### src/lmm_heritability_loglike_macros.svh
// Assertion macros used by the sequencer of the log likelihood block.
`ifndef LMM_HERITABILITY_LOGLIKE_MACROS_SVH
`define LMM_HERITABILITY_LOGLIKE_MACROS_SVH
`ifndef SYNTHESIS
// The property must hold at every rising clock edge outside reset.
`define LMMHL_ASSERT(lbl, clk, rstn, prop, msg) \
  lbl: assert property (@(posedge clk) disable iff (!rstn) prop) else $error(msg);
// The expression must never be true at a rising clock edge outside reset.
`define LMMHL_NEVER(lbl, clk, rstn, expr, msg) \
  lbl: assert property (@(posedge clk) disable iff (!rstn) !(expr)) else $error(msg);
`else
`define LMMHL_ASSERT(lbl, clk, rstn, prop, msg)
`define LMMHL_NEVER(lbl, clk, rstn, expr, msg)
`endif
`endif

### src/lmmhl_pkg.sv
// Shared constants, types and request structs of the log likelihood block.
package lmmhl_pkg;

  localparam int unsigned MAX_ITEMS  = 4096;
  localparam int unsigned CNT_W      = $clog2(MAX_ITEMS + 1);
  localparam int unsigned FIFO_DEPTH = 2;
  localparam int unsigned PTR_W      = $clog2(FIFO_DEPTH);

  localparam logic [31:0] LN2_Q32     = 32'd2977044472;
  localparam logic [15:0] HERIT_RESET = 16'd32768;
  localparam logic [31:0] RATIO_RESET = 32'd65536;
  localparam logic [47:0] L_MAX       = {1'b0, {47{1'b1}}};
  localparam logic [47:0] L_MIN       = {1'b1, {47{1'b0}}};

  typedef enum logic [1:0] {
    ST_OK,
    ST_ZERO_GG,
    ST_FEW_ITEMS,
    ST_ZERO_RSS
  } status_e;

  typedef struct packed {
    logic [31:0]      eig;
    logic [31:0]      phen;
    logic [31:0]      geno;
    logic             last;
    logic             acc;
    logic [CNT_W-1:0] n;
  } entry_t;

  typedef struct packed {
    logic        start;
    logic [63:0] hi;
    logic [63:0] lo;
    logic [63:0] den;
  } div_req_t;

  typedef struct packed {
    logic        busy;
    logic        done;
    logic [63:0] quo;
  } div_rsp_t;

  typedef struct packed {
    logic        start;
    logic [63:0] x;
    logic        frac32;
  } log_req_t;

  typedef struct packed {
    logic        busy;
    logic        done;
    logic [31:0] res;
  } log_rsp_t;

endpackage

### src/lmmhl_front.sv
// Front end: takes input transfers, counts the set and classifies each item.
module lmmhl_front (
  input  logic               clk_i,
  input  logic               rst_ni,
  input  logic               start_i,
  input  logic               full_i,
  input  logic [31:0]        eigenvalue_i,
  input  logic signed [31:0] phenotype_i,
  input  logic signed [31:0] genotype_i,
  input  logic               last_item_i,
  output logic               push_o,
  output lmmhl_pkg::entry_t  entry_o
);

  logic [lmmhl_pkg::CNT_W-1:0] count_q, count_d, n;
  logic acc;

  always_comb begin
    push_o        = start_i && !full_i;
    acc           = (count_q < lmmhl_pkg::CNT_W'(lmmhl_pkg::MAX_ITEMS));
    n             = acc ? count_q + 1'b1 : count_q;
    entry_o.eig   = eigenvalue_i;
    entry_o.phen  = phenotype_i;
    entry_o.geno  = genotype_i;
    entry_o.last  = last_item_i;
    entry_o.acc   = acc;
    entry_o.n     = n;
    count_d       = count_q;
    if (push_o) begin
      count_d = last_item_i ? '0 : n;
    end
  end

  always_ff @(posedge clk_i or negedge rst_ni) begin
    if (!rst_ni) begin
      count_q <= '0;
    end else begin
      count_q <= count_d;
    end
  end

endmodule

### config.mk
export PLATFORM = sky130hd
export DESIGN_NAME = lmmhl_front
export DESIGN_NICKNAME = d
export VERILOG_FILES = /design/src/lmm_heritability_loglike_macros.svh /design/src/lmmhl_pkg.sv /design/src/lmmhl_front.sv
export SDC_FILE = /design/constraint.sdc
export NUM_CORES = 1
export LEC_CHECK = 0
export BUFFER_PORTS_ARGS = -buffer_cell sky130_fd_sc_hd__buf_4
export CORE_AREA = 2 2 81 83
export CTS_CLUSTER_SIZE = 24
export DETAILED_ROUTE_END_ITERATION = 8
export DIE_AREA = 0 0 83 85
export GPL_TIMING_DRIVEN = 0
export PLACE_DENSITY = 0.7
export RECOVER_POWER = 25
export SYNTH_ARGS = -nofsm -noshare
export SYNTH_HDL_FRONTEND = slang
export SYNTH_SLANG_ARGS = --single-unit
### constraint.sdc
create_clock -name clk_i -period 1.8 [get_ports clk_i]
set_clock_uncertainty 0.1 [all_clocks]
set_input_delay 0.18 -clock clk_i [delete_from_list [all_inputs] [get_ports clk_i]]
set_output_delay 0.18 -clock clk_i [all_outputs]
set_load 0.01 [all_outputs]
# Word level (Yosys, flattened, before mapping)
# Index checks and enable logic that the tools add are counted.
[op_classes]
n_addsub = 1
n_lt_le_gt_ge = 1
n_mux = 2
reduce_logical = 2
[ops]
columns = ["cell", "count"]
rows = [
  ["13-bit 2-to-1 mux", 2],
  ["13-bit by 1-bit adder with 13-bit output (second input constant)", 1],
  ["13-bit < comparator (second input constant)", 1],
  ["1-bit logical AND", 1],
  ["1-bit logical NOT", 1],
]
[totals]
regBits = 13
in_bits = 101
out_inout_bits = 112
word_cells = 7

# Longest topological paths before layout
[logic_depth]
depth_word = 3
depth_mapped = 6
depth_no_buf = 5

# Worst setup path before layout
# Ideal clock, no wire load.
[synth_timing]
path_kind = "register to output"
start = "register count_q[0] in the netlist's numbering"
end = "output port entry_o[10] in the netlist's numbering"
t_arrival_ps = 1297
t_required_ps = 1520
slack_ps = 223
stages_incl_launch_ff = 5
path_buffers = 0
cell_sequence = "dfrtp_1 ha_1 and3b_2 and4_4 xnor2_1"
[synth_lines]
columns = ["element", "line", "rtl"]
rows = [
  ["start: declaration", "lmmhl_front.sv:15", "logic [lmmhl_pkg::CNT_W-1:0] count_q, count_d, n;"],
  ["start signal: assignment", "lmmhl_front.sv:38", "count_q <= count_d;"],
  ["end: declaration", "lmmhl_front.sv:12", "output lmmhl_pkg::entry_t entry_o"],
]

==> metrics <==
antenna-violating nets left=0; max reg flops=13; Fin. Hold Viols=0; cell area power density=roughly 400 nW/µm²; Fillers=623; core footprint=6200 µm²; Avg Inst Size Synth=8.62 µm²; Worst-Margin Slew=0.752 ns; Avg WL per Cell=13.2 µm; WP data required=1.52 ns; Max Freq=0.548 GHz; Hold WC Path Type=in2reg; Synth Flop Type=dfrtp_1; Storage cell area=333 µm²; First-pass DRT Iterations=4; DR WL met2=between 2000 and 3000 µm; Startpoint Class=register; Ys Warns=0; first-pass GRT wire length=roughly 8000 µm; num ports=213; R2R cell count=7; Core Rows=29; CP Capture Type=primary output; leading area contributor after synthesis=buf_4; GR Util All Layers=14.1%; CTS Buf Count=3; final setup vio count=2; Worst slew margin=49.9%; antenna violations before repair=0; post-synthesis register bit count=13; initial core utilization=27.1%; ANT cells=0; Async SR Flop Fraction=100%; final worst slack=-0.0245 ns; Synth cell types=41; Clk Latency, worst-skew pair=roughly 0.26 ns; largest net degree at the start of global routing=14; share of layout cells above drive strength 1=73.5%; total grt overflow=0; maximum VDD drop=0.279 mV; critical-path maximum fanout=4; Compound-Gate Fraction of Synth Area=9.61%; post-synthesis mux area share=1.86%; routed wire length=5360 µm; Slew Viols, Final=0; outcome=finished with violations; Internal=roughly 0.00078 W; H-tree level count=1; Met1 Wirelength=~1900 µm; failing checks=negative setup slack; top area cells in the synthesized netlist=buf_4, dfrtp_1, xnor2_1, o31ai_1, clkbuf_8; post-synthesis sequential area ratio=19.4%; biggest registers after layout=count_q: 13 flops; Comb pwr share=about 46%; die area=7060 µm²; Iter 0 DRT Violations=26; Sw Share=~30%; Core Util, Final=45.0%; RSZ-0062 raised after global routing=yes; # nets final=around 430; Simple-Gate Fraction of Synth Area=14.1%; most common cell in the netlist=buf_4; WS Path Type=reg2out; Final HPWL DP=4480 µm; GPL Wtd Cong=0.830; most flop-heavy register=count_q; Post-synth top cells=buf_4, dfrtp_1, xnor2_1, nand2_1; Final min period=approximately 1.8 ns; met3 wire length=approximately 450 µm; Die X=83 µm; Post-synth EDFFs=0; clk slew on worst S/H paths=0.05 ns; Top Metal Used=met4; Place WS=0.0472 ns; Sink Count=13; post-synthesis adder-cell area fraction=0.745%; max cap viols=0; Arr. time, crit path=1.54 ns; Via Count=1,688; DRC Markers=0; Post-Synth XOR/XNOR Area=roughly 5.7%; Cells after Synth=195; port bufs=~120; largest family of logic cells by synthesized area=buffers and inverters; clk buf depth=2; vias in the first global route=about 1,700; syn_nets=297; Vias/cell=4.17; sw power=0.000338 W; Final period util=101%; area growth from synthesis to layout=66.3%; Clk pwr share=25.1%; Flop pwr share=28.5%; hold path cells=3; Root Buffer Master=clkbuf_8; die extent in y=85 µm; CTS tree=yes; top cell type's share of synthesized area=44.2%; Lkg Pwr=1.50 nW; post-synthesis cell area=1680 µm²; Multi-input gate area=about 600 µm²
-- area by class of cell --
class | count | share of cell area (%)
plain buffers | 104 | 28.4
clock buffers | 4 | 1.61
inverters | 4 | 0.537
multi-input cells | 73 | 21.5
flip-flops and latches | 13 | 11.9
well taps | 77 | 3.45
repair buffers | 130 | 32.6
-- power by group through the flow --
stage	clock, W	combinational, W	sequential [W]
6_report	0.000281	0.000520	0.000320
5_1_grt	0.000298	0.000559	0.000320
4_1_cts	0.000281	0.000540	0.000317
3_5_place_dp	0	0.000511	0.000328
3_3_place_gp	0	0.000506	0.000327
2_1_floorplan	0	0.000283	0.000323
-- worst max-delay path, stage by stage, from the launching register on --
cell and delay [ns]:
dfrtp_1 0.41, ha_4 0.15, and3b_2 0.23, and4_4 0.26, xnor2_2 0.11, buf_4 0.13
-- path summary, 6_finish.rpt --
path | start | to | slack [ns]
worst max-delay path | count_q[1]$_DFFE_PN0P_ | entry_o[10] | -0.02
worst min-delay path | last_item_i | count_q[12]$_DFFE_PN0P_ | 0.20
worst max register to register | count_q[1]$_DFFE_PN0P_ | count_q[9]$_DFFE_PN0P_ | 0.06
worst min register to register | count_q[11]$_DFFE_PN0P_ | count_q[11]$_DFFE_PN0P_ | 0.44
max in group asynchronous | rst_ni | count_q[12]$_DFFE_PN0P_ | 0.67
min in group asynchronous | rst_ni | count_q[9]$_DFFE_PN0P_ | 0.40
-- what timing repair did --
action / CTS / global route
hold buffers: 1 / 0
cloned: 0 / 0
setup endpoints to repair: 8 / 9
gates resized for setup: 11 / 9
pin swaps: 9 / 9
hold endpoints to repair: 13 / 0
buffers inserted: 11 / 2
-- placed cells by master (no fill, tap or decap), types with 5 or more instances in the layout --
cell,instances
dfrtp_1,7
o21ai_0,5
clkbuf_1,22
xnor2_1,7
dfrtp_2,6
buf_4,206
nand2_1,7
-- routing by layer --
metal / global-route usage [%] / vias up
li1: - / 814
met1: 15.8 / 780
met2: 25.8 / 90
met3: 3.79 / 4
met4: 5.07 / 0
met5: 0 / -
-- through the flow --
step,hold WS [ns],area [µm²],total power (W),instances,TNS [ns]
after floorplan,-0.216,1680,0.000607,195,0
after global routing,0.224,2800,0.00118,405,-0.442
final,0.199,2800,0.00112,405,-0.0253
after detailed placement,-0.0628,2650,0.000839,388,0
after CTS,0.195,2830,0.00114,404,-0.00460
after global placement,-0.0627,2650,0.000833,388,0
-- kinds of logic (layout without fill, tap and decap cells) --
family,after synthesis,in the layout
compound gates,25,25
xor+xnor,11,11
fa+ha+maj,1,1
buf+inv,109,242
flops,13,13
mux,3,3
simple gates,33,33
(Power assumes the default switching activity.)
