**config.mk**
```make
export PLATFORM = sky130hd
export DESIGN_NAME = lmmhl_log
export DESIGN_NICKNAME = d
export VERILOG_FILES = /design/src/lmm_heritability_loglike_macros.svh /design/src/lmmhl_pkg.sv /design/src/lmmhl_log.sv
export SDC_FILE = /design/constraint.sdc
export NUM_CORES = 2
export LEC_CHECK = 0
export ABC_AREA = 0
export BUFFER_PORTS_ARGS = -buffer_cell sky130_fd_sc_hd__buf_4
export CORE_MARGIN = 1.5
export CORE_UTILIZATION = 50
export CTS_BUF_LIST = sky130_fd_sc_hd__clkbuf_16
export DETAILED_ROUTE_END_ITERATION = 16
export GPL_ROUTABILITY_DRIVEN = 1
export PLACE_DENSITY = 0.72
export SYNTH_ARGS = -nofsm -noshare
export SYNTH_HDL_FRONTEND = slang
export SYNTH_SLANG_ARGS = --single-unit
```
**constraint.sdc**
```tcl
create_clock -name clk_i -period 18.55 [get_ports clk_i]
set_input_delay 3.71 -clock clk_i [delete_from_list [all_inputs] [get_ports clk_i]]
set_output_delay 3.71 -clock clk_i [all_outputs]
set_load 0.03 [all_outputs]
```
**src/lmm_heritability_loglike_macros.svh**
```systemverilog
// Assertion macros used by the sequencer of the log likelihood block.
`ifndef LMM_HERITABILITY_LOGLIKE_MACROS_SVH
`define LMM_HERITABILITY_LOGLIKE_MACROS_SVH
`ifndef SYNTHESIS
// The property must hold at every rising clock edge outside reset.
`define LMMHL_ASSERT(lbl, clk, rstn, prop, msg) \
  lbl: assert property (@(posedge clk) disable iff (!rstn) prop) else $error(msg);
// The expression must never be true at a rising clock edge outside reset.
`define LMMHL_NEVER(lbl, clk, rstn, expr, msg) \
  lbl: assert property (@(posedge clk) disable iff (!rstn) !(expr)) else $error(msg);
`else
`define LMMHL_ASSERT(lbl, clk, rstn, prop, msg)
`define LMMHL_NEVER(lbl, clk, rstn, expr, msg)
`endif
`endif

```
**src/lmmhl_pkg.sv**
```systemverilog
// Shared constants, types and request structs of the log likelihood block.
package lmmhl_pkg;

  localparam int unsigned MAX_ITEMS  = 4096;
  localparam int unsigned CNT_W      = $clog2(MAX_ITEMS + 1);
  localparam int unsigned FIFO_DEPTH = 2;
  localparam int unsigned PTR_W      = $clog2(FIFO_DEPTH);

  localparam logic [31:0] LN2_Q32     = 32'd2977044472;
  localparam logic [15:0] HERIT_RESET = 16'd32768;
  localparam logic [31:0] RATIO_RESET = 32'd65536;
  localparam logic [47:0] L_MAX       = {1'b0, {47{1'b1}}};
  localparam logic [47:0] L_MIN       = {1'b1, {47{1'b0}}};

  typedef enum logic [1:0] {
    ST_OK,
    ST_ZERO_GG,
    ST_FEW_ITEMS,
    ST_ZERO_RSS
  } status_e;

  typedef struct packed {
    logic [31:0]      eig;
    logic [31:0]      phen;
    logic [31:0]      geno;
    logic             last;
    logic             acc;
    logic [CNT_W-1:0] n;
  } entry_t;

  typedef struct packed {
    logic        start;
    logic [63:0] hi;
    logic [63:0] lo;
    logic [63:0] den;
  } div_req_t;

  typedef struct packed {
    logic        busy;
    logic        done;
    logic [63:0] quo;
  } div_rsp_t;

  typedef struct packed {
    logic        start;
    logic [63:0] x;
    logic        frac32;
  } log_req_t;

  typedef struct packed {
    logic        busy;
    logic        done;
    logic [31:0] res;
  } log_rsp_t;

endpackage

```
**src/lmmhl_log.sv**
```systemverilog
// Natural logarithm unit: normalise, 24 squaring steps, scale by ln 2.
module lmmhl_log (
  input  logic                 clk_i,
  input  logic                 rst_ni,
  input  lmmhl_pkg::log_req_t  req_i,
  output lmmhl_pkg::log_rsp_t  rsp_o
);

  localparam int unsigned FRAC_BITS = 24;
  localparam logic [2:0] L_IDLE  = 3'd0;
  localparam logic [2:0] L_NORM  = 3'd1;
  localparam logic [2:0] L_SQ    = 3'd2;
  localparam logic [2:0] L_L2    = 3'd3;
  localparam logic [2:0] L_SCALE = 3'd4;

  logic [2:0]  state_q, state_d;
  logic        done_q, done_d;
  logic [2:0]  step_q, step_d;
  logic [4:0]  it_q, it_d;
  logic [63:0] x_q, x_d, xn;
  logic [5:0]  sh_q, sh_d;
  logic [30:0] m_q, m_d;
  logic [23:0] fb_q, fb_d;
  logic        f32_q, f32_d;
  logic [31:0] l2_q, l2_d, res_q, res_d;
  logic [6:0]  w, pf;
  logic        top_zero, neg;
  logic [61:0] sq;
  logic [31:0] t, mag;
  logic [63:0] prod;

  assign rsp_o.busy = (state_q != L_IDLE);
  assign rsp_o.done = done_q;
  assign rsp_o.res  = res_q;

  always_comb begin
    state_d  = state_q;
    done_d   = 1'b0;
    step_d   = step_q;
    it_d     = it_q;
    x_d      = x_q;
    sh_d     = sh_q;
    m_d      = m_q;
    fb_d     = fb_q;
    f32_d    = f32_q;
    l2_d     = l2_q;
    res_d    = res_q;
    w        = 7'd32 >> step_q;
    top_zero = ((x_q & ~({64{1'b1}} >> w)) == '0);
    xn       = top_zero ? (x_q << w) : x_q;
    sq       = m_q * m_q;
    t        = sq[61:30];
    pf       = 7'(7'd63 - {1'b0, sh_q}) - (f32_q ? 7'd32 : 7'd16);
    neg      = l2_q[31];
    mag      = neg ? 32'(-l2_q) : l2_q;
    prod     = mag * lmmhl_pkg::LN2_Q32;
    case (state_q)
      L_IDLE: begin
        if (req_i.start) begin
          x_d     = req_i.x;
          f32_d   = req_i.frac32;
          sh_d    = '0;
          step_d  = '0;
          it_d    = '0;
          state_d = L_NORM;
        end
      end
      L_NORM: begin
        x_d    = xn;
        sh_d   = top_zero ? sh_q + w[5:0] : sh_q;
        step_d = step_q + 1'b1;
        if (step_q == 3'd5) begin
          m_d     = xn[63:33];
          state_d = L_SQ;
        end
      end
      L_SQ: begin
        m_d  = t[31] ? t[31:1] : t[30:0];
        fb_d = {fb_q[22:0], t[31]};
        it_d = it_q + 1'b1;
        if (it_q == 5'(FRAC_BITS - 1)) begin
          state_d = L_L2;
        end
      end
      L_L2: begin
        l2_d    = {pf[6], pf, fb_q};
        state_d = L_SCALE;
      end
      L_SCALE: begin
        res_d   = neg ? 32'(-prod[63:32]) : prod[63:32];
        done_d  = 1'b1;
        state_d = L_IDLE;
      end
      default: state_d = L_IDLE;
    endcase
  end

  always_ff @(posedge clk_i) begin
    x_q   <= x_d;
    sh_q  <= sh_d;
    m_q   <= m_d;
    fb_q  <= fb_d;
    f32_q <= f32_d;
    l2_q  <= l2_d;
    res_q <= res_d;
  end

  always_ff @(posedge clk_i or negedge rst_ni) begin
    if (!rst_ni) begin
      state_q <= L_IDLE;
      done_q  <= 1'b0;
      step_q  <= '0;
      it_q    <= '0;
    end else begin
      state_q <= state_d;
      done_q  <= done_d;
      step_q  <= step_d;
      it_q    <= it_d;
    end
  end

endmodule

```
After elaboration in Yosys (flattened, before gate mapping). Index checks and enable logic that the tools add are counted. Widths: inputs -> output; s select.

Bitwise operators: 2. Add/sub/neg operators: 7. Reductions and logical operators: 12. Equality and inequality tests: 10. Multiplexer cells: 21. Multiply operators: 2. Shifts and indexed selects: 3.

Operators with widths (number): $mux 64 (2); $pmux 64 s2 (1); $and 64x64->64 (1); $logic_not 64->1 (1); $mux 32 (2); $neg 32->32 (2); $not 64->64 (1); $shl 64x7->64 (1); $shr 64x7->64 const A (1); $mul 31x31->62 (1); $mux 31 (2); $pmux 31 s2 (1); $mul 32x29->61 const B (1); $mux 6 (3); $mux 3 (4); $pmux 3 s4 (1); $pmux 6 s2 (1); $pmux 5 s2 (1); $ne 2x2->1 const B (4); $reduce_and 2->1 (4); $shr 6x3->7 const A (1); $sub 6x6->7 const A (1); $sub 7x6->7 (1); $add 6x6->6 (1); 13 further kinds (18).

Register bits after elaboration: 201. Bits of input ports: 68. Output and inout port bits: 34. Logic and storage cells: 69.

Logic depth before layout (Yosys ltp).
Word-level depth: 8. Mapped depth: 39. Depth with buffers taken out: 38.

Worst setup path before layout. No wires, ideal clock.

Kind: reg-to-reg. Start point: reg l2_q[0]. End point: reg res_q[28] (data pin). Cell stages (with the launch flop): 36. Buffers on the path: 1. Setup slack: 7115 ps. Data arrival time: 11172 ps. Data required time: 18287 ps. Setup time: 263 ps. Period minus slack after synthesis: 11435 ps. Path through: edfxtp_1 inv_1 ha_1 inv_1 or4_1 or4_1 or4_4 nor3_1 a21boi_0 xor2_1 inv_1 fa_1 fa_1 inv_1 fa_1 inv_1 fa_1 inv_1 fa_1 fa_1 fa_1 inv_1 fa_1 inv_1 ha_1 buf_6 a21o_1 o21bai_1 nand2b_4 or4_4 a32o_1 nand4bb_4 or4_4 or4b_4 o41ai_2 xnor2_1.

Word-level cells in the longest chain between the ends: 5.

Ends and longest elaborated chain: start: declaration (line lmmhl_log.sv:25) `logic [31:0] l2_q, l2_d, res_q, res_d;`; start signal: assignment (line lmmhl_log.sv:104) `l2_q <= l2_d;`; $neg 32->32 (line lmmhl_log.sv:55) `mag = neg ? 32'(-l2_q) : l2_q;`; $mux 32 * (line lmmhl_log.sv:55); $mul 32x29->61 * (line lmmhl_log.sv:56) `prod = mag * lmmhl_pkg::LN2_Q32;`; $neg 32->32 (line lmmhl_log.sv:90) `res_d = neg ? 32'(-prod[63:32]) : prod[63:32];`; $mux 32 * (line lmmhl_log.sv:90); end signal: assignment (line lmmhl_log.sv:105) `res_q <= res_d;`; end: declaration (line lmmhl_log.sv:25).

Mark *: on every way between the ends. The rest lies on a longest branch, timed or not. A chain may end at the register's enable or synchronous reset.

Final worst setup path. Ends and elaborated chain as after synthesis.

==> summary.md <==
| Metric | Value |
|---|---|
| Sequential area share after synthesis | 10.63% |
| Slowest CP cell | o311ai_0 |
| Multi-input logic area | 44020 um^2 |
| Row count | 122 |
| FF/Latch Area | about 6000 um^2 |
| Final global-route overflow total | 0 |
| Most used DFF post-synth | edfxtp_1 |
| CP Data Required Time | approximately 19 ns |
| Worst Hold Slack | 0.4291 ns |
| Syn Area/Cell | ~9.6 um^2 |
| Die area | approximately 110000 um^2 |
| Worst Hold End | l2_q[23]$_DFFE_PP_ |
| Worst Hold Depth | 0 |
| # hold bufs at CTS | 0 |
| Clock sinks | 201 |
| WL/cell | 21.34 um |
| EDFF count, synth | around 190 |
| Mapped Area | between 50000 and 60000 um^2 |
| First-pass GRT wire length | ~250000 um |
| Fin. Hold Viols | 0 |
| Area Growth Syn to Fin | 6.101% |
| Layout cells sized above 1 | between 5 and 6% |
| Fraction of registers with async set/reset | under 10% |
| CTS tree | built |
| RSZ-0062 raised after global routing | no |
| Hold_sp | fb_q[23]$_DFFE_PP_ |
| Number of DRC markers in iteration 0 | between 3000 and 4000 |
| Kind of end point of the critical path | register |
| Vias in the first global route | ~45000 |
| Total clock buffers created by CTS | 24 |
| DIE HEIGHT | ~340 um |
| Tcrit/Tclk final | 66.66% |
| Ys Warns | 0 |
| Worst stage delay on the critical path | approximately 0.8 ns |
| Worst-Margin Slew | about 1.2 ns |
| Kind of critical path | reg -> reg |
| Core ar. | between 100000 and 150000 um^2 |
| Final Max Tran Viols | 0 |
| Max-Cap Viols | 0 |
| # resized after CTS | 0 |
| Nets | around 7700 |
| Synthesized flop and latch total | about 200 |
| Via Count | 41280 |
| Result of the run | finished clean |
| Reg2reg path depth | 36 |
| PnR worst setup slack | about 6.2 ns |
| Tightest Hold Check Type | reg -> reg |
| Fillers | between 10000 and 15000 |
| Clock Tree Buf Depth | 3 |
| Placed cell count | 7340 |
| Root Driver | clkbuf_16 |
| Gate Count Post-Synth | 5848 |
| Max FO, Critical Path | 12 |
| Total Routing Usage GR | between 20 and 30% |
| Pre-CTS WS | around 6.3 ns |
| Register clock-pin slew on the reported worst setup and hold paths | about 0.060 ns |
| Worst r2r dst | res_q[28]$_DFFE_PP_ |
| Routed WL | between 150000 and 200000 um |
| Number of setup buffers added after CTS | 0 |
| Post-DRT Antenna Nets | 0 |
| Slew HR | 15.59% |
| Post-route insts no fill | between 7000 and 8000 |
| R2r startpoint | l2_q[0]$_DFFE_PP_ |
| Largest net degree at the start of global routing | a little over 90 |
| Final setup fails | 0 |
| Initial Utilization | 50.59% |
| Pre-antenna DRT Iters | 6 |
| Startpoint Class | register |
| I/O pin cnt | approximately 100 |
| Initial antenna violation count | 5 |
| Worst Path Arrival | approximately 13 ns |
| Gpl congestion | a little under 1 |
| DP Wirelength | around 130000 um |
| Clock latency on the worst-skew pair | 0.55 ns |
| # DRC | 0 |
| H-tree levels | 1 |
| Setup TNS | 0 ns |
| # port buffers | 101 |
| Worst R2R Setup Slack | between 6 and 7 ns |
| Die width | 338.3 um |
| Post-layout min period | roughly 12 ns |
| Vias per cell | around 5.6 |
| Unique cell type count in the Yosys netlist | 89 |
| Max frequency | 80.87 MHz |
| Final Skew | roughly 0.016 ns |
==> final cells by class <==
cell class                 instances  area share (%)
clock inverter                    20          0.3671
sequential                       201           10.02
antenna                            2        0.008391
timing repair buffer             188           2.366
clock buffer                      24           1.007
inverter                        1479           9.310
tap                             1488           3.122
multi-input combinational       3984           73.80
==> critical path, delay by kind of cell, from the launching register on <==
kind / cells / cell delay [ns]
adders and majority gates: 10 / 4.80
AOI/OAI and AO/OA: 6 / 2.08
buffers and inverters: 9 / 0.89
DFF: 1 / 0.62
xor gates and xnor gates: 2 / 0.25
and+or+nand+nor: 9 / 3.43
==> how the worst max path moves through the flow <==
stage	from	endpoint	slack [ns]	depth (start not counted)
finish	l2_q[0]$_DFFE_PP_	res_q[28]$_DFFE_PP_	6.18	36
global placement	l2_q[0]$_DFFE_PP_	res_q[28]$_DFFE_PP_	6.53	36
detailed placement	l2_q[0]$_DFFE_PP_	res_q[28]$_DFFE_PP_	6.33	36
CTS	l2_q[0]$_DFFE_PP_	res_q[28]$_DFFE_PP_	6.25	36
global route	l2_q[0]$_DFFE_PP_	res_q[28]$_DFFE_PP_	5.23	36
floorplan	l2_q[0]$_DFFE_PP_	res_q[28]$_DFFE_PP_	7.12	35
==> cell families after synthesis <==
family	after synthesis	synth area share, %
other	2	0.01336
buffers and inverters	1676	11.24
AOI/OAI and AO/OA	722	8.391
adders and majority gates	1727	53.04
DFF	201	10.63
and+or+nand+nor	1077	9.112
xor gates and xnor gates	171	2.678
muxes	272	4.897
==> registers in the layout, indices dropped and copies added (netlist names) <==
signal and count:
it_q 5, done_q 1, sh_q 6, state_q 3, m_q 31, res_q 32, l2_q 31, f32_q 1
x_q 64, fb_q 24, step_q 3
==> placed cells by master, fill, tap and decap left out, types with 20 or more instances in the layout <==
master        n
nor2_1      209
nand2_1     453
a22oi_1      28
ha_1        631
buf_4       188
a21o_1       66
o21ai_0     164
nand3_1      27
nand4_1      38
edfxtp_1    189
inv_1      1467
a21oi_1     191
mux2i_1     248
a211oi_1     21
mux2_2       24
o21bai_1     25
nor3_1       28
xor2_1       61
xnor2_1     108
fa_1       1094
clkbuf_16    24
o21a_1       20
o211ai_1     33
o31ai_1      20
and2_1      187
==> per-layer routing <==
| metal | routed length, um | GRT usage [%] |
|---|---|---|
| met1 | 64250 | 37.87 |
| met2 | 75230 | 46.65 |
| met3 | 11770 | 3.740 |
| met4 | 6344 | 9.249 |
| met5 | 0 | 0 |
==> cell usage after synthesis (20+ instances only) <==
master	n	area [um^2]
nor3_1	29	145.1
o21bai_1	25	187.7
a21oi_1	191	955.9
o21ai_0	166	830.8
buf_1	22	82.58
o211ai_1	33	247.7
and2_1	187	1170
nand3_1	27	135.1
a211oi_1	21	157.7
xnor2_1	108	945.9
nand2_1	455	1708
mux2_2	24	270.3
inv_1	1466	5503
o21a_1	20	150.1
o31ai_1	20	150.1
ha_1	631	7895
mux2i_1	248	2482
edfxtp_1	189	5675
a21o_1	66	495.5
a22oi_1	28	210.2
nand4_1	38	237.7
nor2_1	210	788.3
clkbuf_1	161	604.3
fa_1	1094	21900
xor2_1	62	543.0
==> per-stage QoR <==
stage                     instance area (um^2)  util (%)
after floorplan                          56260         -
after global placement                   58820     52.93
after detailed placement                 58820     52.93
after CTS                                59640     53.67
after global routing                     59640     53.67
final                                    59640     53.67
Power is not shown: default switching activity piles up to over one toggle a cycle in this logic, so the estimate is an artifact.
