File: src/lmm_heritability_loglike_macros.svh
// Assertion macros used by the sequencer of the log likelihood block.
`ifndef LMM_HERITABILITY_LOGLIKE_MACROS_SVH
`define LMM_HERITABILITY_LOGLIKE_MACROS_SVH
`ifndef SYNTHESIS
// The property must hold at every rising clock edge outside reset.
`define LMMHL_ASSERT(lbl, clk, rstn, prop, msg) \
  lbl: assert property (@(posedge clk) disable iff (!rstn) prop) else $error(msg);
// The expression must never be true at a rising clock edge outside reset.
`define LMMHL_NEVER(lbl, clk, rstn, expr, msg) \
  lbl: assert property (@(posedge clk) disable iff (!rstn) !(expr)) else $error(msg);
`else
`define LMMHL_ASSERT(lbl, clk, rstn, prop, msg)
`define LMMHL_NEVER(lbl, clk, rstn, expr, msg)
`endif
`endif

File: src/lmmhl_pkg.sv
// Shared constants, types and request structs of the log likelihood block.
package lmmhl_pkg;

  localparam int unsigned MAX_ITEMS  = 4096;
  localparam int unsigned CNT_W      = $clog2(MAX_ITEMS + 1);
  localparam int unsigned FIFO_DEPTH = 2;
  localparam int unsigned PTR_W      = $clog2(FIFO_DEPTH);

  localparam logic [31:0] LN2_Q32     = 32'd2977044472;
  localparam logic [15:0] HERIT_RESET = 16'd32768;
  localparam logic [31:0] RATIO_RESET = 32'd65536;
  localparam logic [47:0] L_MAX       = {1'b0, {47{1'b1}}};
  localparam logic [47:0] L_MIN       = {1'b1, {47{1'b0}}};

  typedef enum logic [1:0] {
    ST_OK,
    ST_ZERO_GG,
    ST_FEW_ITEMS,
    ST_ZERO_RSS
  } status_e;

  typedef struct packed {
    logic [31:0]      eig;
    logic [31:0]      phen;
    logic [31:0]      geno;
    logic             last;
    logic             acc;
    logic [CNT_W-1:0] n;
  } entry_t;

  typedef struct packed {
    logic        start;
    logic [63:0] hi;
    logic [63:0] lo;
    logic [63:0] den;
  } div_req_t;

  typedef struct packed {
    logic        busy;
    logic        done;
    logic [63:0] quo;
  } div_rsp_t;

  typedef struct packed {
    logic        start;
    logic [63:0] x;
    logic        frac32;
  } log_req_t;

  typedef struct packed {
    logic        busy;
    logic        done;
    logic [31:0] res;
  } log_rsp_t;

endpackage

File: src/lmmhl_fifo.sv
// Short show-ahead queue of classified items between the front and back ends.
module lmmhl_fifo (
  input  logic                clk_i,
  input  logic                rst_ni,
  input  logic                push_i,
  input  lmmhl_pkg::entry_t   data_i,
  input  logic                pop_i,
  output lmmhl_pkg::entry_t   data_o,
  output logic                full_o,
  output logic                empty_o
);

  lmmhl_pkg::entry_t mem_q [lmmhl_pkg::FIFO_DEPTH];
  logic [lmmhl_pkg::PTR_W-1:0] wr_q, wr_d, rd_q, rd_d;
  logic [lmmhl_pkg::PTR_W:0]   fill_q, fill_d;
  logic push_ok, pop_ok;

  assign full_o  = (fill_q == (lmmhl_pkg::PTR_W + 1)'(lmmhl_pkg::FIFO_DEPTH));
  assign empty_o = (fill_q == '0);
  assign push_ok = push_i && !full_o;
  assign pop_ok  = pop_i && !empty_o;
  assign data_o  = mem_q[rd_q];

  always_comb begin
    wr_d   = push_ok ? wr_q + 1'b1 : wr_q;
    rd_d   = pop_ok ? rd_q + 1'b1 : rd_q;
    fill_d = fill_q + {{lmmhl_pkg::PTR_W{1'b0}}, push_ok}
                    - {{lmmhl_pkg::PTR_W{1'b0}}, pop_ok};
  end

  always_ff @(posedge clk_i) begin
    if (push_ok) begin
      mem_q[wr_q] <= data_i;
    end
  end

  always_ff @(posedge clk_i or negedge rst_ni) begin
    if (!rst_ni) begin
      wr_q   <= '0;
      rd_q   <= '0;
      fill_q <= '0;
    end else begin
      wr_q   <= wr_d;
      rd_q   <= rd_d;
      fill_q <= fill_d;
    end
  end

endmodule

File: config.mk
export PLATFORM = sky130hd
export DESIGN_NAME = lmmhl_fifo
export DESIGN_NICKNAME = d
export VERILOG_FILES = /design/src/lmm_heritability_loglike_macros.svh /design/src/lmmhl_pkg.sv /design/src/lmmhl_fifo.sv
export SDC_FILE = /design/constraint.sdc
export NUM_CORES = 1
export LEC_CHECK = 0
export BUFFER_PORTS_ARGS = -buffer_cell sky130_fd_sc_hd__buf_2
export CAP_MARGIN = 40
export CORE_MARGIN = 5
export CORE_UTILIZATION = 48
export CTS_CLUSTER_DIAMETER = 200
export CTS_CLUSTER_SIZE = 40
export DETAILED_ROUTE_END_ITERATION = 7
export PLACE_DENSITY = 0.74
export RECOVER_POWER = 100
export SLEW_MARGIN = 20
export SYNTH_ARGS = -nofsm -noshare
export SYNTH_HDL_FRONTEND = slang
export SYNTH_SLANG_ARGS = --single-unit
export TNS_END_PERCENT = 1
File: constraint.sdc
create_clock -name clk_i -period 13.8 [get_ports clk_i]
set_input_delay 2.76 -clock clk_i [delete_from_list [all_inputs] [get_ports clk_i]]
set_output_delay 2.76 -clock clk_i [all_outputs]
set_load 0.02 [all_outputs]
# Word level (Yosys, flattened, before mapping)
# Memory sizes are Yosys's and may differ from the RTL's.
# Index checks and enable logic that the tools add are counted.
dict set report classes {
  add_sub_neg 4
  eq_ne 1
  n_mux 2
  reduce_logical 5
}
# op n
set ops {}
lappend ops {{adder 1 bit, second input constant} 2}
lappend ops {{adder 2 x 1 -> 2 bit} 1}
lappend ops {{equality test 2 bit, second input constant} 1}
lappend ops {{logical AND 1 bit} 2}
lappend ops {{zero test 1 bit} 2}
lappend ops {{zero test 2 bit} 1}
lappend ops {{2-to-1 mux 1 bit} 2}
lappend ops {{subtractor 2 x 1 -> 2 bit} 1}
dict set report word_totals {
  reg_bits 4
  ram_bits 222
  inputBits 115
  output_inout_bits 113
  mem_count 1
}
# name words word_bits read_ports rd_clocked_by_memory_dff write_ports line
set mem_list {}
lappend mem_list {mem_q 2 111 1 0 1 lmmhl_fifo.sv:13} ;# lmmhl_pkg::entry_t mem_q [lmmhl_pkg::FIFO_DEPTH];

# Depth between registers and ports, before layout
# Gate-level depths: netlist of the first run.
dict set report depth {
  word_depth 5
  mapped_depth 7
  mapped_depth_nobuf 7
}

# Worst setup path after synthesis of the first run
# No wires, ideal clock.
dict set report synth_path {
  path_kind {input to register}
  startpoint {input port push_i}
  endpoint {memory mem_q[0][0] (netlist bit) (enable)}
  t_arrival_ps 7471
  required_ps 13218
  setup_slack_ps 5747
  cell_stages 2
  cell_sequence {nand2_1 -> nor2_1}
}
dict set report synth_via {
  elab_chain_cells 3
}
# item line
set synth_lines {}
lappend synth_lines {{start: declaration} lmmhl_fifo.sv:5} ;# input logic push_i,
lappend synth_lines {{logical AND 1 bit} lmmhl_fifo.sv:20} ;# assign push_ok = push_i && !full_o;
lappend synth_lines {{2-to-1 mux 1 bit} lmmhl_fifo.sv:32} ;# if (push_ok) begin
lappend synth_lines {{2-to-1 mux 1 bit (not written as such)} lmmhl_fifo.sv:33} ;# mem_q[wr_q] <= data_i;
lappend synth_lines {{end: declaration} lmmhl_fifo.sv:13}
# Every way passes these cells.

==> qor.csv, run 1 <==
stage,metric,value,unit
critical_path,crit-path cells,clkbuf_1 > mux2_2 > clkbuf_1,
power,Pwr Density,208.8,nW/um2
hold_path,Hold/Removal Path Class,flop to flop,
sta,final worst path period need,8.347,ns
power,Static Leak,3.192,nW
critical_path,"most used cell, CP",clkbuf_1,
floorplan,Initial Util,0.4926,
power,Combinational Power Share,0.343,
clock_tree,Clock Path Buffers,3,
route,Pre-Repair DR Iteration Count,4,
global_route,grt ovf,0,
clock_tree,clock sink count,226,
sta,Max Clock Freq,119.8,MHz
route,Vias,4060,
sta,final setup TNS,0,ns
sta,Setup Skew,0.01626,ns
clock_tree,worst skew pair latency,0.46,ns
global_route,vias in the first global route,4537,
critical_path,Crit Path Class,flop to output port,
global_route,global-route wire length before repair,23080,um
clock_tree,PostCTS Resize Cnt,0,
route,final WL,14970,um
power,Sw Pwr,0.6814,mW
critical_path,CP startpoint kind,flop,
place,Routability Congestion,0.7232,
floorplan,die area,19860,um2
clock_tree,H-tree depth,1,
critical_path,slowest CP cell,clkbuf_1,
status,status,"finished, violations left",
finish,Final nets,710,
clock_tree,post-CTS setup buffer count,0,
logic_synthesis,"flops & latches, synth",226,
critical_path,CP endpoint kind,output port,
route,# DRC,0,
logic_synthesis,Yosys warnings,0,
clock_tree,clk root buf,clkbuf_16,
route,wire per inst,18.39,um
global_route,GRT Overall Usage,0.1452,
critical_path,Worst path max stage delay,2.49,ns
route,DR vias/cell,4.988,
clock_tree,post-cts hold buffer count,0,
logic_synthesis,synth unique cells,15,
sta,RSZ-0062 raised after global routing,no,
place,I/O Buffers,227,
critical_path,"Largest delay share family, worst path",buffers and inverters,
critical_path,Critical Path RT,11.04,ns
sta,final setup fails,0,
floorplan,core area,16700,um2
logic_synthesis,syn_nets,480,
clock_tree,TritonCTS clock tree,done,
sta,Final period util,0.6048,
sta,Least-Margin Pin Slew,3.412,ns
run,maxcap violations,6,
place,DP HPWL,10430,um
global_route,initial antenna violation count,2,
route,1st-iter DRT viols,157,
clock_tree,CTS Buf Count,9,
logic_synthesis,post-synthesis average cell area,22.66,um2
logic_synthesis,Synth Instances,363,
power,Clock Power Share,0.153,
floorplan,Row Count,47,
status,failing checks,"capacitance limit, slew limit",
critical_path,CP Buf/Inv Count,2,
critical_path,worst-path maximum fanout,61,
sta,Final Slew Violations,342,
floorplan,Die X,140.9,um
power,peak supply drop,0.0001582,V
sta,Hold Fails Final Rpt,0,
finish,Final Util,0.5749,
floorplan,Ports,228,
finish,area grow syn2layout,16.71,%
floorplan,die height,140.9,um
finish,layout cell share with drive strength beyond 1,0.3086,
power,Sw Share,0.3399,
route,ANT nets after route,0,
global_route,largest net degree at the start of global routing,62,
power,Cell Int Power,1.324,mW
clock_tree,Clock transition at path regs,0.12,ns
critical_path,crit path DAT,5.59,ns
logic_synthesis,Synth Cell Area,8227,um2
logic_synthesis,sequential cell area fraction in the yosys report,0.8225,
power,Seq pwr share,0.505,
sta,Max-slew headroom,-1.274,
## final timing paths
check,start,slack [ns],end,cells after the start
min in group asynchronous,rst_ni,2.11,fill_q[1]$_DFF_PN0_,1
max in group asynchronous,rst_ni,11.49,fill_q[0]$_DFF_PN0_,1
worst max register to register,fill_q[1]$_DFF_PN0_,8.51,mem_q[1][62]$_DFFE_PP_,3
worst min register to register,fill_q[1]$_DFF_PN0_,0.53,fill_q[1]$_DFF_PN0_,1
worst max-delay path,rd_q$_DFFE_PN0P_,5.45,data_o[79],3
worst min-delay path,fill_q[1]$_DFF_PN0_,0.53,fill_q[1]$_DFF_PN0_,1
## placed cells by master (no fill, tap or decap)
master and n:
and3_1 1, buf_2 72, clkbuf_1 160, clkbuf_16 9
dfrtp_1 4, diode_2 1, edfxtp_1 222, ha_1 2
inv_1 2, inv_12 1, mux2_1 11, mux2_2 100
nand2_1 1, nand2b_1 1, nor2_1 1, nor2_4 1
nor2b_1 1, xnor2_1 3, xor2_1 1
## final cells by class
class                      count  area (um2)
clock buffer                  10       229.0
timing repair buffer         231       957.2
fill                        1345        7099
multi-input combinational    123        1348
tap                          220       275.3
inverter                       2       7.507
sequential                   226        6766
antenna                        1       2.502
clock inverter                 1       16.27
## sequential cells by signal, summed over array words and instances (netlist names)
| name | count |
|---|---|
| mem_q | 222 |
| fill_q | 2 |
| rd_q | 1 |
| wr_q | 1 |
## per-stage QoR
step	setup WS [ns]	hold WS (ns)	power (mW)	instance area [um2]	std cells
floorplan	5.747	0.4608	1.537	8227	363
detailed placement	8.694	0.5011	1.746	9572	802
global placement	8.758	0.4870	1.726	9572	802
global route	4.944	0.5486	2.113	9599	813
finish	5.453	0.5265	2.005	9602	814
CTS	8.163	0.5298	2.050	9817	813
## synthesized netlist by cell type
cell | instances | area share
nor2b_1 | 1 | 0.00076
nor2_1 | 2 | 0.00091
xnor2_1 | 3 | 0.0032
xor2_1 | 1 | 0.0011
edfxtp_1 | 222 | 0.81
mux2_2 | 111 | 0.15
ha_1 | 2 | 0.0030
and3_1 | 1 | 0.00076
dfrtp_1 | 4 | 0.012
inv_1 | 2 | 0.00091
nand2b_1 | 1 | 0.00076
buf_4 | 1 | 0.00091
buf_2 | 3 | 0.0018
buf_6 | 8 | 0.011
nand2_1 | 1 | 0.00046
## power by group through the flow
stage                     Clock, mW  Sequential [mW]  Combinational, mW
after global routing          0.345             1.03              0.739
after floorplan                   0            0.998              0.539
after detailed placement          0             1.02              0.726
after CTS                     0.316             1.00              0.730
final                         0.306             1.01              0.687
after global placement            0             1.01              0.717
## kinds of logic (layout without fill, tap and decap cells)
kind of cell               Yosys count  after routing  synth area share
buffers and inverters               14            244           0.01460
other                                0              1                 0
adders and majority gates            2              2          0.003041
DFF                                226            226            0.8225
xor gates and xnor gates             4              4          0.004259
muxes                              111            111            0.1519
and+or+nand+nor                      6              6          0.003652
## layer usage
metal / vias up / wire length (um) / track usage
met4: 4 / 212 / 0.02346
met3: 17 / 1297 / 0.04673
li1: 1886 / - / -
met1: 2002 / 5543 / 0.1645
met2: 151 / 7895 / 0.2722
met5: - / 23 / 0
No activity file was read; power rests on OpenSTA's default activity.
==> run 2: changes to the inputs <==
--- a/config.mk
+++ b/config.mk
@@ -5,6 +5,7 @@
 export SDC_FILE = /design/constraint.sdc
 export NUM_CORES = 1
 export LEC_CHECK = 0
+export ABC_AREA = 1
 export BUFFER_PORTS_ARGS = -buffer_cell sky130_fd_sc_hd__buf_2
 export CAP_MARGIN = 40
 export CORE_MARGIN = 5
==> constraint.sdc (replaced) <==
create_clock -name clk_i -period 8.1 [get_ports clk_i]
set_input_delay 1.62 -clock clk_i [delete_from_list [all_inputs] [get_ports clk_i]]
set_output_delay 1.62 -clock clk_i [all_outputs]
set_load 0.02 [all_outputs]
==> qor.csv, run 2 <==
stage,metric,value,unit,change
critical_path,"Largest delay share family, worst path",buffers and inverters,,
status,failing checks,"capacitance limit, slew limit",,
hold_path,Hold/Removal Path Class,flop to flop,,
clock_tree,clock sink count,226,,unchanged
sta,PnR worst setup slack,2.211,ns,-3.242 ns
sta,Max Clock Freq,169.8,MHz,
sta,Setup Skew,0.02328,ns,+0.007021 ns
floorplan,die height,141.9,um,+0.67%
clock_tree,PostCTS Resize Cnt,0,,unchanged
logic_synthesis,ys async rst share,0.01770,,unchanged
critical_path,crit path DAT,5.64,ns,+0.05 ns
logic_synthesis,Yosys warnings,0,,unchanged
logic_synthesis,sequential cell area fraction in the yosys report,0.8108,,-0.01171
route,1st-iter DRT viols,293,,+87%
power,peak supply drop,0.0002528,V,+60%
sta,Final period util,0.7270,,
power,Combinational Power Share,0.368,,+0.025
logic_synthesis,post-synthesis average cell area,13.59,um2,-40%
finish,Regs by FF count,"mem_q: 222 flops, fill_q: 2 flops",,
critical_path,Worst path max stage delay,2.02,ns,-0.47 ns
clock_tree,Clock transition at path regs,0.14,ns,+0.02 ns
power,Pwr Density,366.2,nW/um2,+75%
place,I/O Buffers,227,,unchanged
clock_tree,TritonCTS clock tree,done,,
sta,final setup fails,0,,unchanged
logic_synthesis,Synth Instances,614,,+69%
sta,Max-slew headroom,-1.091,,+0.1831
sta,worst hold slack,0.4932,ns,-0.03333 ns
clock_tree,post-cts hold buffer count,0,,unchanged
critical_path,Crit Path Class,input pin to flop,,
finish,most frequent cells in the layout,"nand2_1, edfxtp_1, clkbuf_1",,
clock_tree,CTS Buf Count,9,,unchanged
floorplan,Die X,141.9,um,+0.67%
logic_synthesis,synth unique cells,11,,-4
power,Seq pwr share,0.482,,-0.023
global_route,vias in the first global route,4936,,+8.8%
floorplan,Row Count,48,,+2.1%
logic_synthesis,Synth top cells by count,"nand2_1, edfxtp_1, buf_2",,
power,Sw Pwr,1.410,mW,+110%
critical_path,CP Buf/Inv Count,3,,+1
power,Cell Int Power,2.127,mW,+61%
critical_path,slowest CP cell,clkinvlp_2,,
global_route,largest net degree at the start of global routing,74,,+19%
floorplan,die area,20120,um2,+1.3%
route,Vias,5052,,+24%
route,# DRC,0,,unchanged
route,final WL,16590,um,+11%
run,maxcap violations,6,,unchanged
global_route,GRT Overall Usage,0.1597,,+0.01447
place,Placement Setup Slack,4.247,ns,-4.447 ns
clock_tree,post-CTS setup buffer count,0,,unchanged
sta,Final Slew Violations,299,,-13%
finish,layout cell share with drive strength beyond 1,0.08862,,-0.2200
status,status,"finished, violations left",,
sta,Hold Fails Final Rpt,0,,unchanged
clock_tree,H-tree depth,1,,unchanged
floorplan,Initial Util,0.4859,,-0.006715
clock_tree,clk root buf,clkbuf_16,,
critical_path,CP startpoint kind,input pin,,
critical_path,Critical Path RT,7.85,ns,-3.19 ns
finish,max FFs per register,222,,unchanged
place,Routability Congestion,0.8399,,+16%
route,ANT nets after route,0,,unchanged
logic_synthesis,Yosys top cell area share,0.7988,,-0.01154
power,Pwr Total,3.537,mW,+76%
finish,Final nets,950,,+34%
logic_synthesis,syn_nets,731,,+52%
critical_path,"most used cell, CP",clkbuf_1,,
power,Static Leak,3.777,nW,+18%
global_route,initial antenna violation count,3,,+1
logic_synthesis,most common flop cell mapped by yosys,edfxtp_1,,
sta,final setup TNS,0,ns,unchanged
logic_synthesis,Synth Cell Area,8346,um2,+1.4%
power,Clock Power Share,0.150,,-0.003
route,Pre-Repair DR Iteration Count,5,,+1
critical_path,worst-path maximum fanout,58,,-4.9%
global_route,grt ovf,0,,unchanged
logic_synthesis,most common cell in the netlist,nand2_1,,
global_route,global-route wire length before repair,25390,um,+10%
critical_path,crit-path cells,clkbuf_1 > nand3_1 > clkinvlp_2 > clkbuf_1,,
logic_synthesis,Post-synth EDFFs,222,,unchanged
clock_tree,Clock Path Buffers,3,,unchanged
route,DR vias/cell,4.757,,-4.6%
logic_synthesis,ranking of synthesized cells by area,"edfxtp_1, nand2_1, buf_6",,
logic_synthesis,"flops & latches, synth",226,,unchanged
finish,area grow syn2layout,15.76,%,
logic_synthesis,"area leader, netlist",edfxtp_1,,
floorplan,Ports,228,,unchanged
clock_tree,worst skew pair latency,0.47,ns,about the same
route,wire per inst,15.62,um,-15%
place,DP HPWL,11060,um,+6.0%
floorplan,core area,17180,um2,+2.8%
power,Sw Share,0.3986,,+0.05877
sta,final worst path period need,5.889,ns,
finish,largest register by flop count,mem_q,,
critical_path,CP endpoint kind,flop,,
sta,Least-Margin Pin Slew,3.137,ns,-0.2746 ns
finish,"commonest non-fill, non-tap cell in the layout",nand2_1,,
sta,RSZ-0062 raised after global routing,no,,
==> run 2: cell count changes in the layout (fill, tap and decap cells not counted), moves of 3 or more <==
cell,change
buf_2,-11
inv_1,+7
nand2_1,+345
mux2_2,-100
nand3_1,+3
clkbuf_1,+14
xnor2_1,-3
mux2_1,-11
==> run 2: kinds of logic after synthesis <==
kind of cell               Yosys count  share of synthesized area
adders and majority gates            2                   0.002998
and+or+nand+nor                    350                     0.1579
DFF                                226                     0.8108
buffers and inverters               36                    0.02834
==> run 2: worst paths after layout <==
path                                     start                     to  slack (ns)  depth (start not counted)
setup / recovery                        push_i  mem_q[0][4]$_DFFE_PP_        2.21                          4
hold / removal                wr_q$_DFFE_PN0P_       wr_q$_DFFE_PN0P_        0.49                          2
setup reg to reg           fill_q[0]$_DFF_PN0_  mem_q[0][4]$_DFFE_PP_        2.89                          5
hold reg to reg               wr_q$_DFFE_PN0P_       wr_q$_DFFE_PN0P_        0.49                          2
max in group asynchronous               rst_ni       rd_q$_DFFE_PN0P_        6.91                          1
min in group asynchronous               rst_ni       wr_q$_DFFE_PN0P_        0.97                          1
==> run 2: worst min-delay path: cells and delay by family (launching register included) <==
kind          cells  cell delay (ns)
simple gates      2             0.10
flops             1             0.37
==> run 2: area by class of cell <==
cell class,count,area [um2]
Multi-Input combinational cell,352,1343
Sequential cell,226,6766
Tap cell,225,281.5
Antenna cell,2,5.005
Clock inverter,1,16.27
Inverter,11,45.04
Clock buffer,12,236.5
Timing Repair Buffer,233,967.2
Fill cell,1501,7516
==> run 2: metal layers <==
metal  up-vias  part of all wire  global-route usage
met5         -           0.00078                   0
met4         2             0.031             0.04798
met3        30             0.073             0.03337
met2       182              0.51              0.2783
met1      2350              0.39              0.2021
li1       2488                 -                   -
==> run 2: stage by stage <==
step | instance area [um2] | std cells | utilization
floorplan | 8346 | 614 | -
global placement | 9622 | 1046 | 0.5602
detailed placement | 9622 | 1046 | 0.5602
CTS | 9874 | 1059 | 0.5749
global route | 9661 | 1062 | 0.5624
finish | 9661 | 1062 | 0.5624
==> run 2: power by group through the flow <==
stage,registers [mW],clock network (mW),logic [mW]
finish,1.70,0.531,1.30
global route,1.73,0.589,1.45
CTS,1.68,0.551,1.40
detailed placement,1.71,0,1.39
global placement,1.70,0,1.38
floorplan,1.70,0,0.970
==> run 3: changes to the inputs <==
==> constraint.sdc (replaced) <==
create_clock -name clk_i -period 5.9 [get_ports clk_i]
set_input_delay 1.18 -clock clk_i [delete_from_list [all_inputs] [get_ports clk_i]]
set_output_delay 1.18 -clock clk_i [all_outputs]
set_load 0.02 [all_outputs]
==> qor.csv, run 3 (same netlist as run 2, synthesis figures left out) <==
stage,metric,value,unit,change
clock_tree,post-cts hold buffer count,0,,unchanged
global_route,GRT Overall Usage,0.1582,,-0.001469
floorplan,Die X,141.9,um,unchanged
power,Pwr Density,499.4,nW/um2,+36%
route,DR vias/cell,4.712,,-0.94%
sta,Hold Fails Final Rpt,0,,unchanged
clock_tree,PostCTS Resize Cnt,0,,unchanged
run,maxcap violations,3,,-3
global_route,vias in the first global route,5057,,+2.5%
floorplan,Row Count,48,,unchanged
finish,largest register by flop count,mem_q,,
sta,worst hold slack,0.4961,ns,+0.002855 ns
clock_tree,post-CTS setup buffer count,0,,unchanged
finish,most frequent cells in the layout,"nand2_1, edfxtp_1, clkbuf_1",,
sta,Final period util,0.7488,,
critical_path,reg2reg start,fill_q[1]$_DFF_PN0_,,
clock_tree,clock sink count,226,,unchanged
power,Pwr Total,4.841,mW,+37%
critical_path,reg-to-reg setup timing slack,1.76,ns,-1.13 ns
sta,Max-slew headroom,-1.127,,-0.03577
global_route,largest net degree at the start of global routing,87,,+18%
critical_path,CP startpoint kind,input pin,,
global_route,global-route wire length before repair,25190,um,-0.82%
place,I/O Buffers,227,,unchanged
place,Routability Congestion,0.7719,,-8.1%
route,Vias,5009,,-0.85%
place,DP HPWL,11150,um,+0.82%
floorplan,die area,20120,um2,unchanged
critical_path,Crit Path Class,input pin to flop,,
power,peak supply drop,0.0003163,V,+25%
critical_path,Worst path max stage delay,2.31,ns,+0.29 ns
hold_path,Hold/Removal Path Class,flop to flop,,
clock_tree,clk root buf,clkbuf_16,,
critical_path,Worst Setup SP,push_i,,
sta,PnR worst setup slack,1.482,ns,-0.7289 ns
place,placed cells,1047,,+0.096%
sta,final worst path period need,4.418,ns,
critical_path,worst-path maximum fanout,56,,-3.4%
status,status,"finished, violations left",,
global_route,initial antenna violation count,2,,-1
finish,Regs by FF count,"mem_q: 222 flops, fill_q: 2 flops",,
sta,Least-Margin Pin Slew,3.191,ns,+0.05366 ns
finish,filler cell count,1498,,-0.20%
clock_tree,CTS Buf Count,9,,unchanged
floorplan,Initial Util,0.4859,,unchanged
route,ANT nets after route,0,,unchanged
status,failing checks,"capacitance limit, slew limit",,
critical_path,end of the critical path,mem_q[0][102]$_DFFE_PP_,,
sta,Final Slew Violations,93,,-69%
finish,area grow syn2layout,16.16,%,
floorplan,Ports,228,,unchanged
finish,final std cells w/o fill,1063,,+0.094%
sta,final setup TNS,0,ns,unchanged
finish,layout cell share with drive strength beyond 1,0.09330,,+0.004679
sta,RSZ-0062 raised after global routing,no,,
critical_path,Critical Path RT,5.90,ns,-1.95 ns
place,Placement Setup Slack,2.856,ns,-1.392 ns
clock_tree,worst skew pair latency,0.47,ns,about the same
finish,"commonest non-fill, non-tap cell in the layout",nand2_1,,
route,1st-iter DRT viols,268,,-8.5%
clock_tree,Clock transition at path regs,0.14,ns,about the same
critical_path,reg2reg end,mem_q[0][102]$_DFFE_PP_,,
critical_path,r2r worst-path depth,4,,-1
clock_tree,TritonCTS clock tree,done,,
route,wire per inst,15.44,um,-1.2%
hold_path,WHS Path Cells,2,,unchanged
route,final WL,16410,um,-1.1%
critical_path,"most used cell, CP",clkbuf_1,,
critical_path,slowest CP cell,clkbuf_1,,
sta,final setup fails,0,,unchanged
global_route,grt ovf,0,,unchanged
route,# DRC,0,,unchanged
critical_path,crit path DAT,4.42,ns,-1.22 ns
finish,max FFs per register,222,,unchanged
sta,Max Clock Freq,226.4,MHz,
clock_tree,H-tree depth,1,,unchanged
critical_path,CP endpoint kind,flop,,
finish,Final nets,951,,+0.11%
floorplan,core area,17180,um2,unchanged
sta,Setup Skew,0.02311,ns,-0.0001755 ns
clock_tree,Clock Path Buffers,3,,unchanged
power,Static Leak,3.793,nW,+0.43%
route,Pre-Repair DR Iteration Count,4,,-1
critical_path,crit-path cells,clkbuf_1 > nand3_1 > clkinvlp_2 > clkbuf_1,,
floorplan,die height,141.9,um,unchanged
## run 3: cell types whose count changed in the layout (fill, tap and decap cells not counted), sizes merged
cell    change
buf         +2
clkbuf      -1
## run 3: area by class of cell
cell class                      count  area, um2  share of cell area
Multi-Input combinational cell    352       1343              0.1385
Inverter                           11      45.04            0.004646
Clock buffer                       12      236.5             0.02439
Tap cell                          225      281.5             0.02904
Sequential cell                   226       6770              0.6984
Timing Repair Buffer              234      997.2              0.1029
Clock inverter                      1      16.27            0.001678
Antenna cell                        2      5.005           0.0005163
## run 3: where the power goes
group	internal (mW)	leakage [nW]	switching, mW
registers	2.20	2.11	0.102
clock network	0.294	0.122	0.430
logic	0.411	1.56	1.40
## run 3: worst max-delay path, delay by kind of cell
kind | cells | cell delay, ns
buf+inv | 3 | 3.09
simple gates | 1 | 0.12
## run 3: worst min-delay path by stage
stage,from,to,slack (ns)
2_1_floorplan,wr_q$_DFFE_PN0P_,wr_q$_DFFE_PN0P_,0.44
3_3_place_gp,wr_q$_DFFE_PN0P_,wr_q$_DFFE_PN0P_,0.46
3_5_place_dp,wr_q$_DFFE_PN0P_,wr_q$_DFFE_PN0P_,0.46
4_1_cts,rst_ni,rd_q$_DFFE_PN0P_,0.49
5_1_grt,wr_q$_DFFE_PN0P_,wr_q$_DFFE_PN0P_,0.51
6_report,wr_q$_DFFE_PN0P_,wr_q$_DFFE_PN0P_,0.50
## run 3: per-stage QoR
step	util	cell area, um2
floorplan	-	8348
global placement	0.5600	9619
detailed placement	0.5648	9702
CTS	0.5795	9955
global route	0.5644	9694
finish	0.5644	9694
## run 3: metal layers
layer / track usage / vias to the layer above / share of wire
met5: 0 / - / 0
met1: 0.1855 / 2331 / 0.38
met3: 0.03977 / 23 / 0.082
met2: 0.2873 / 165 / 0.52
met4: 0.04646 / 0 / 0.021
li1: - / 2490 / -
